===== src/sv/tcs_pkg.sv =====
`timescale 1ns / 1ps

package tcs_pkg;

  // Default screen geometry.
  localparam int unsigned ColumnsDef = 80;
  localparam int unsigned RowsDef    = 25;

  localparam logic [7:0] BlankChar   = 8'h20;
  localparam logic [7:0] NewlineChar = 8'h0A;
  localparam logic [7:0] ResetAttr   = 8'h0F;

  typedef enum logic [1:0] {
    CMD_PUT       = 2'd0,
    CMD_BACKSPACE = 2'd1,
    CMD_CLEAR     = 2'd2,
    CMD_READ      = 2'd3
  } tcs_cmd_e;

  typedef enum logic [2:0] {
    S_INIT,
    S_IDLE,
    S_EXEC,
    S_FILL,
    S_SCROLL,
    S_DRAIN,
    S_DONE
  } tcs_state_e;

  typedef struct packed {
    tcs_cmd_e    cmd;
    logic [7:0]  ch;
    logic [4:0]  read_row;
    logic [6:0]  read_col;
  } tcs_in_t;

  typedef struct packed {
    logic [10:0] cursor_pos;
    logic [15:0] cell_value;
  } tcs_out_t;

  // Commands from the controller to the datapath.
  typedef struct packed {
    logic load_item;
    logic exec;
    logic fill_init;
    logic fill_clear;
    logic scroll_step;
    logic load_out;
  } tcs_ctrl_t;

  // Status from the datapath to the controller.
  typedef struct packed {
    tcs_cmd_e cmd;
    logic     scroll_needed;
    logic     sweep_last;
  } tcs_stat_t;

endpackage


===== src/sv/tcs_ctrl.sv =====
`timescale 1ns / 1ps

module tcs_ctrl (
  input  logic               clk_i,
  input  logic               rst_ni,
  input  logic               in_valid_i,
  output logic               in_stall_o,
  output logic               out_valid_o,
  input  logic               out_stall_i,
  input  tcs_pkg::tcs_stat_t stat_i,
  output tcs_pkg::tcs_ctrl_t ctrl_o
);

  tcs_pkg::tcs_state_e state_q, state_d;
  logic                out_valid_q, out_valid_d;
  logic                out_free;
  logic                accept;

  assign out_free = !out_valid_q || !out_stall_i;
  assign accept   = in_valid_i && !in_stall_o;

  always_comb begin
    state_d = state_q;
    case (state_q)
      tcs_pkg::S_INIT: begin
        if (stat_i.sweep_last) begin
          state_d = tcs_pkg::S_IDLE;
        end
      end
      tcs_pkg::S_IDLE: begin
        if (in_valid_i) begin
          state_d = tcs_pkg::S_EXEC;
        end
      end
      tcs_pkg::S_EXEC: begin
        if (stat_i.cmd == tcs_pkg::CMD_CLEAR) begin
          state_d = tcs_pkg::S_FILL;
        end else if (stat_i.scroll_needed) begin
          state_d = tcs_pkg::S_SCROLL;
        end else begin
          state_d = tcs_pkg::S_DONE;
        end
      end
      tcs_pkg::S_FILL: begin
        if (stat_i.sweep_last) begin
          state_d = tcs_pkg::S_DONE;
        end
      end
      tcs_pkg::S_SCROLL: begin
        if (stat_i.sweep_last) begin
          state_d = tcs_pkg::S_DRAIN;
        end
      end
      tcs_pkg::S_DRAIN: begin
        state_d = tcs_pkg::S_DONE;
      end
      tcs_pkg::S_DONE: begin
        if (out_free) begin
          state_d = in_valid_i ? tcs_pkg::S_EXEC : tcs_pkg::S_IDLE;
        end
      end
      default: begin
        state_d = tcs_pkg::S_IDLE;
      end
    endcase
  end

  always_comb begin
    ctrl_o     = '0;
    in_stall_o = 1'b1;
    case (state_q)
      tcs_pkg::S_INIT: begin
        ctrl_o.fill_init = 1'b1;
      end
      tcs_pkg::S_IDLE: begin
        in_stall_o       = 1'b0;
        ctrl_o.load_item = in_valid_i;
      end
      tcs_pkg::S_EXEC: begin
        ctrl_o.exec = 1'b1;
      end
      tcs_pkg::S_FILL: begin
        ctrl_o.fill_clear = 1'b1;
      end
      tcs_pkg::S_SCROLL: begin
        ctrl_o.scroll_step = 1'b1;
      end
      tcs_pkg::S_DONE: begin
        in_stall_o       = !out_free;
        ctrl_o.load_out  = out_free;
        ctrl_o.load_item = out_free && in_valid_i;
      end
      default: begin
      end
    endcase
  end

  always_comb begin
    out_valid_d = out_valid_q;
    if (ctrl_o.load_out) begin
      out_valid_d = 1'b1;
    end else if (!out_stall_i) begin
      out_valid_d = 1'b0;
    end
  end

  always_ff @(posedge clk_i or negedge rst_ni) begin
    if (!rst_ni) begin
      state_q     <= tcs_pkg::S_INIT;
      out_valid_q <= 1'b0;
    end else begin
      state_q     <= state_d;
      out_valid_q <= out_valid_d;
    end
  end

  assign out_valid_o = out_valid_q;

`ifndef SYNTH
  a_accept_to_exec: assert property (@(posedge clk_i) disable iff (!rst_ni)
    accept |=> state_q == tcs_pkg::S_EXEC)
    else $error("accepted item did not start execution");

  a_sweep_blocks_input: assert property (@(posedge clk_i) disable iff (!rst_ni)
    (state_q == tcs_pkg::S_INIT || state_q == tcs_pkg::S_FILL ||
     state_q == tcs_pkg::S_SCROLL || state_q == tcs_pkg::S_DRAIN) |-> in_stall_o)
    else $error("item accepted during a store sweep");

  a_result_from_done: assert property (@(posedge clk_i) disable iff (!rst_ni)
    $rose(out_valid_q) |-> $past(state_q) == tcs_pkg::S_DONE)
    else $error("result raised outside the done state");
`endif

endmodule


===== config.mk =====
export PLATFORM = sky130hd
export DESIGN_NAME = tcs_ctrl
export DESIGN_NICKNAME = d
export VERILOG_FILES = /design/src/sv/tcs_pkg.sv /design/src/sv/tcs_ctrl.sv
export SDC_FILE = /design/constraint.sdc
export NUM_CORES = 1
export LEC_CHECK = 0
export ABC_AREA = 0
export BUFFER_PORTS_ARGS = -buffer_cell sky130_fd_sc_hd__buf_2
export CAP_MARGIN = 20
export CORE_AREA = 4 4 41 43
export CTS_BUF_LIST = sky130_fd_sc_hd__clkbuf_4 sky130_fd_sc_hd__clkbuf_8
export DETAILED_ROUTE_END_ITERATION = 6
export DIE_AREA = 0 0 45 47
export GPL_ROUTABILITY_DRIVEN = 0
export PLACE_DENSITY_LB_ADDON = 0.05
export REMOVE_ABC_BUFFERS = 1
export SLEW_MARGIN = 25
export SYNTH_ARGS = -nofsm -noshare
export SYNTH_HDL_FRONTEND = slang
export SYNTH_SLANG_ARGS = --single-unit

===== constraint.sdc =====
create_clock -name clk_i -period 1.7 [get_ports clk_i]
set_clock_uncertainty 0.2 [all_clocks]
set_input_delay 0.51 -clock clk_i [delete_from_list [all_inputs] [get_ports clk_i]]
set_output_delay 0.51 -clock clk_i [all_outputs]
set_load 0.05 [all_outputs]

Word level (Yosys, flattened, before mapping)
Cells that the tools add are included.

operators by class
  add/subtract/negate cells = 0
  shift-type cells = 0
  multiply operators = 0
  equal/unequal tests = 13
  reduce and logical (&&, ||, !) cells = 7
  muxes and demuxes = 18
  bitwise logic cells = 0
  $lt $le $gt $ge = 0
  div/mod/pow operators = 0

operators with widths
  kind                                                              count
  3-bit case mux with 7 select lines                                1
  3-bit 2-to-1 mux                                                  6
  2-bit != test (second input constant)                             5
  3-bit == test (second input constant)                             3
  1-bit 2-to-1 mux                                                  7
  3-bit by 2-bit == test with 1-bit output (second input constant)  2
  5-bit AND reduction                                               1
  2-bit 2-to-1 mux                                                  2
  1-bit case mux with 2 select lines                                2
  3-bit by 1-bit == test with 1-bit output (second input constant)  1
  1-bit logical NOT                                                 3
  3-bit logical NOT                                                 1
  2-bit == test (second input constant)                             1
  2-bit by 1-bit != test with 1-bit output (second input constant)  1
  1-bit logical AND                                                 1
  1-bit logical OR                                                  1

storage, ports and cells
  word-level logic and storage cells = 40
  bits in writable memories = 0
  input port bits = 8
  memories = 0
  bits in read-only memories = 0
  bits in registers = 4
  latch bits = 0

Logic depth before layout (Yosys ltp)
Gate-level depths: netlist of the first run.

  word-level depth = 4
  gate-level depth with buffers = 5

Least setup slack after synthesis of the first run
No wires, ideal clock.

  path type = reg2out
  start = reg out_valid_q (netlist: out_valid_o)
  end = out ctrl_o[5] in the netlist's numbering
  path slack = -1.042 ns
  required time = 0.990 ns
  cell stages (with the launch flop) = 4
  buffers on the path = 0
  arrival time = 2.032 ns
  path through = dfrtp_1 -> a21oi_2 -> a21oi_1 -> nor2b_1

RTL lines
  element                   line             RTL
  start: declaration        tcs_ctrl.sv:15   logic out_valid_q, out_valid_d;
  start signal: assignment  tcs_ctrl.sv:113  out_valid_q <= out_valid_d;
  end: declaration          tcs_ctrl.sv:11   output tcs_pkg::tcs_ctrl_t ctrl_o

==> qor.yml, run 1 <==
dp_hpwl_um: 742
cts_made_buffers: 3
min-delay-path-class: "in -> reg"
rows: 13
post-route-period-util_pct: 119
drt_pass1_iterations: 4
synthXorXnorAreaFrac_pct: 0
route.detailed.drc: 0
crit_start: "state_q[0]"
synthFlopType: "dfrtp_1"
synthesis.area_um2: 362
dp.cells: 81
root_buffer: "clkbuf_4"
crit_end: "ctrl_o[5]"
synthArstFlopShare_pct: 100
rr_worst_depth: 8
synth_cells: 45
dr.max_layer_used: "met4"
worst_slack_ns: -0.328
slowest_delay_ns: 0.36
antenna_found_initial: 0
power_density_nw_per_um2: 2300
synthAdderAreaFrac_pct: 0
grt_pass1_wl_mm: 1.76
violations: "setup timing"
dp_worst_setup_slack_ns: -0.223
final_cells: 91
arrival_ns: 1.32
clk_latency_ns: 0.24
clk_pin_slew_ns: 0.04
ys_ff_latch: 4
worstMarginPinSlew_ns: 0.231
num-fill-cells: 144
fin_nets: 86
hold_viol: 0
ant_nets: 0
wirelength_mm: 1.14
endpoint_kind: "primary output"
die_area_um2: 2120
fp.dieW_um: 45
synth_simple_gate_area_share_pct: 32.2
ys_warn_count: 0
num_vias: 443
min_period_ns: 2.03
ys_seq_area_share_pct: 27.7
start_util_pct: 27.8
crit_top_cell: "a21oi_2"
final_max_slew_viol_count: 0
rrSetupSlack_ns: -0.14
drtIter0Drc: 4
fmax_mhz: 493
synth-edff-count: 0
htree_levels: 1
r2r_end: "state_q[0]"
crit_fanout: 2
clock-sinks: 4
slew_headroom_pct: 84.5
drive_gt1_share_pct: 57.9
netlist_top_cells_count: "nand2_1, nor2_1, dfrtp_1, nand2b_1, o21ai_0"
viasPerCell: 4.87
fin_util_pct: 51.4
crit_chain: "nand3b_1, a21oi_2, a21oi_2, nor2b_1, buf_6"
max-cap-violations: 0
cts_buffer_depth: 2
cp-start-kind: "flop"
holdPathStages: 2
yosysTopAreaCellShare_pct: 27.7
io_buffers: 15
synthMuxAreaShare_pct: 0
r2r-start: "state_q[0]"
synth-compound-area-share_pct: 28.4
grt_max_degree: 14
outcome: "complete, but fails checks"
critPathSlowestCell: "dfrtp_1"
setup_violations: 8
synth_area_leaders: "dfrtp_1, nand2b_1, buf_6, nand2_1, nor2_1"
grt_pass1_vias: 447
ios: 16
m1WireLength_um: 499
crit_required_ns: 0.99
grt_setup_unrepaired: "yes"
synth.distinct_cells: 24
avgSynthCellArea_um2: 8.04
core_um2: 1300
antenna_cells: 0
critPathKind: "reg -> out"
grt_overflow: 0
gr-usage-all-layers_pct: 11.7
fp.dieH_um: 47
area_delta_synth_final_pct: 85.1
p_leak_nw: 0.316
yosys.area.top_type: "dfrtp_1"
synth_top_family_by_area: "simple AND/OR/NAND/NOR gates"
vdd_ir_drop_max_mv: 0.847
wl_met3_um: 83
wl_met2_um: 545
wl_per_cell_um: 12.5
cts_tree: "built"
cells in the final DEF, fill, tap and decap left out, types with 2 or more instances in the layout:
cell,Yosys,final
buf_4,1,13
buf_2,1,10
nand2_1,5,5
buf_6,2,5
nor2_1,5,4
dfrtp_1,4,4
nand2b_1,4,3
o21ai_0,3,3
clkbuf_4,0,3
nor3b_4,0,2
nand3b_1,2,2
a21oi_2,1,2
inv_1,2,2
o31ai_1,2,2
buf_8,0,2
registers in the layout, summed over array words and instances, names as in the netlist:
| register | cells |
|---|---|
| state_q | 3 |
| out_valid_o | 1 |
routing by layer:
metal,track usage [%],up-vias
li1,-,224
met5,0,-
met1,13.7,199
met4,5.26,0
met2,19.8,18
met3,3.45,2
kinds of logic after synthesis:
logic type	after synthesis
compound gates	14
buf+inv	6
simple gates	21
flops	4
worst min-delay path by stage:
stage | start | to | slack, ns
2_1_floorplan | rst_ni | out_valid_o | 0.01
3_3_place_gp | rst_ni | out_valid_o | 0.12
3_5_place_dp | rst_ni | out_valid_o | 0.12
4_1_cts | stat_i[0] | state_q[0] | 0.35
5_1_grt | stat_i[0] | state_q[0] | 0.36
6_report | stat_i[0] | state_q[0] | 0.36
worst max-delay path: cells and delay by family (launching register included):
kind | cells | cell delay [ns]
AND/OR/NAND/NOR | 2 | 0.33
AO/OA/AOI/OAI | 2 | 0.20
flip-flops | 1 | 0.36
buffers and inverters | 1 | 0.18
report_power, final:
| group | switching, W | total, W | internal [W] |
|---|---|---|---|
| Sequential | 0.0000438 | 0.000189 | 0.000145 |
| Combinational | 0.000701 | 0.00123 | 0.000527 |
| Clock | 0.0000425 | 0.000122 | 0.0000792 |
| Total | 0.000787 | 0.00154 | 0.000752 |
final cells by class:
| class | instances | area [um2] | area share (%) |
|---|---|---|---|
| tap | 15 | 18.8 | 2.80 |
| sequential | 4 | 100 | 15.0 |
| inverter | 2 | 7.51 | 1.12 |
| clock buffer | 3 | 22.5 | 3.36 |
| timing repair buffer | 32 | 249 | 37.2 |
| multi-input combinational | 35 | 272 | 40.6 |
metrics by stage:
| stage | cell area [um2] | hold slack (ns) | setup TNS [ns] | total power [W] |
|---|---|---|---|---|
| after detailed placement | 495 | 0.118 | -0.545 | 0.00111 |
| after floorplan | 327 | 0.0144 | -4.98 | 0.000797 |
| after global placement | 495 | 0.119 | -0.477 | 0.00110 |
| after CTS | 626 | 0.347 | -1.98 | 0.00145 |
| after global routing | 669 | 0.359 | -2.40 | 0.00165 |
| final | 669 | 0.359 | -1.93 | 0.00154 |
what timing repair did:
action / in CTS / in global routing
hold buffers: 1 / 0
buffers inserted: 5 / 2
endpoints found under the hold margin: 4 / 0
endpoints found under the setup margin: 7 / 8
resized for setup: 17 / 9
pin swaps: 2 / 3
Power figures use the tool's default switching activity.
==> run 2, diff against run 1 <==
- TNS_END_PERCENT: unset -> 1
==> run 2 against run 1 <==
Die area did not move. Critical path type unchanged. Maximum frequency fell by 0.41%. Sequential share of layout area is 2.6 points higher. The flow still finishes with violations (setup timing). Critical path depth unchanged.
==> qor.yml, run 2 (synthesis gave the netlist of run 1 again) <==
outcome: "complete, but fails checks"  # unchanged
violations: "setup timing"  # unchanged
cts_made_buffers: 3  # unchanged
cp-start-kind: "flop"  # unchanged
min_period_ns: 2.04  # was 2.03 ns
largest-register: "state_q"  # unchanged
drt_pass1_iterations: 3  # was 4
final_cell_mix: "buf_4, buf_2, nand2_1"  # was buf_4, buf_2, nand2_1, buf_6
power_density_nw_per_um2: 2270  # was 2300 nW/um2
root_buffer: "clkbuf_4"  # unchanged
fp.dieW_um: 45  # unchanged
fin_nets: 82  # was 86
start_util_pct: 27.8  # unchanged
critPathKind: "reg -> out"  # unchanged
antenna_cells: 0  # unchanged
grt_pass1_wl_mm: 1.58  # was 1.76 mm
worstMarginPinSlew_ns: 0.236  # was 0.231 ns
dp_hpwl_um: 742  # unchanged
setup_violations: 7  # was 8
tns_ns: -1.72  # was -1.93 ns
area_delta_synth_final_pct: 57.4  # was 85.1%
dp_worst_setup_slack_ns: -0.223  # unchanged
rows: 13  # unchanged
endpoint_kind: "primary output"  # unchanged
arrival_ns: 1.33  # was 1.32 ns
post-route-period-util_pct: 120  # was 119%
htree_levels: 1  # unchanged
worst_slack_ns: -0.336  # was -0.328 ns
grt_overflow: 0  # unchanged
wl_per_cell_um: 11.5  # was 12.5 um
clock-sinks: 4  # unchanged
ant_nets: 0  # unchanged
drtIter0Drc: 11  # was 4
fp.dieH_um: 47  # unchanged
p_leak_nw: 0.273  # was 0.316 nW
grt_setup_unrepaired: "yes"  # unchanged
fmax_mhz: 491  # was 493 MHz
io_buffers: 15  # unchanged
ios: 16  # unchanged
viasPerCell: 4.78  # was 4.87
hold_slack_ns: 0.359  # about the same
wirelength_um: 998  # was 1.14 mm
clk_pin_slew_ns: 0.04  # about the same
final_common_cell: "buf_4"  # unchanged
crit_fanout: 2  # unchanged
num_vias: 416  # was 443
largest_reg_flops: 3  # unchanged
die_area_um2: 2120  # unchanged
final_max_slew_viol_count: 0  # unchanged
cts_buffer_depth: 2  # unchanged
route.detailed.drc: 0  # unchanged
cts_tree: "built"  # unchanged
drive_gt1_share_pct: 48.6  # was 57.9%
vdd_ir_drop_max_mv: 0.761  # was 0.847 mV
grt_pass1_vias: 409  # was 447
grt_use_met3_pct: 3.45  # unchanged
top_usage_layer: "met2"  # unchanged
max-cap-violations: 0  # unchanged
grt_max_degree: 14  # unchanged
hold_viol: 0  # unchanged
antenna_found_initial: 0  # unchanged
crit_required_ns: 0.99  # about the same
slew_headroom_pct: 84.1  # was 84.5%
globalRouteMet2Util_pct: 17.8  # was 19.8%
gr-usage-all-layers_pct: 10.4  # was 11.7%
fin_util_pct: 43.8  # was 51.4%
met1_usage_pct: 11.6  # was 13.7%
clk_latency_ns: 0.24  # about the same
min-delay-path-class: "in -> reg"  # unchanged
core_um2: 1300  # unchanged
## run 2: what timing repair did
item                       in CTS  in global routing
buffers inserted                1                  1
hold endpoints to repair        4                  0
setup endpoints to repair       7                  8
gates resized for setup         8                  1
hold buffers                    1                  0
## run 2: layer usage
metal | vias up | share of wire, %
li1 | 216 | -
met1 | 187 | 48
met2 | 13 | 45
met3 | 0 | 6.1
met4 | 0 | 0
met5 | - | 0
## run 2: where the power goes
| group | total, W | internal [W] | switching (W) |
|---|---|---|---|
| clock | 0.000118 | 0.0000790 | 0.0000393 |
| combinational | 0.000989 | 0.000378 | 0.000612 |
| sequential | 0.000187 | 0.000145 | 0.0000414 |
| total | 0.00129 | 0.000602 | 0.000692 |
## run 2: area by class of cell
cell class / instances / area (um2)
tap: 15 / 18.8
timing repair buffer: 28 / 195
sequential: 4 / 100
multi-input combinational: 35 / 225
inverter: 2 / 7.51
clock buffer: 3 / 22.5
fill: 145 / 732
## run 2: worst max-delay path, stage by stage (launching register included)
cell      delay, ns
dfrtp_1        0.37
nand3b_1       0.19
a21oi_2        0.16
a21oi_2        0.06
nor2b_1        0.14
buf_6          0.18
## run 2: worst paths after layout
path                             startpoint           to  slack, ns  cells after the start
worst min register to register  out_valid_o  out_valid_o       0.48                      3
min in group asynchronous            rst_ni  out_valid_o       0.41                      2
worst max register to register   state_q[0]   state_q[0]          0                      6
max in group asynchronous            rst_ni   state_q[2]       0.76                      2
worst max-delay path             state_q[0]    ctrl_o[5]      -0.34                      5
worst min-delay path              stat_i[0]   state_q[0]       0.36                      2
## run 2: metrics by stage
step | power [W] | instances | area [um2]
3_5_place_dp | 0.00111 | 81 | 495
4_1_cts | 0.00130 | 86 | 559
3_3_place_gp | 0.00110 | 81 | 495
5_1_grt | 0.00140 | 87 | 569
6_report | 0.00129 | 87 | 569
2_1_floorplan | 0.000797 | 41 | 327
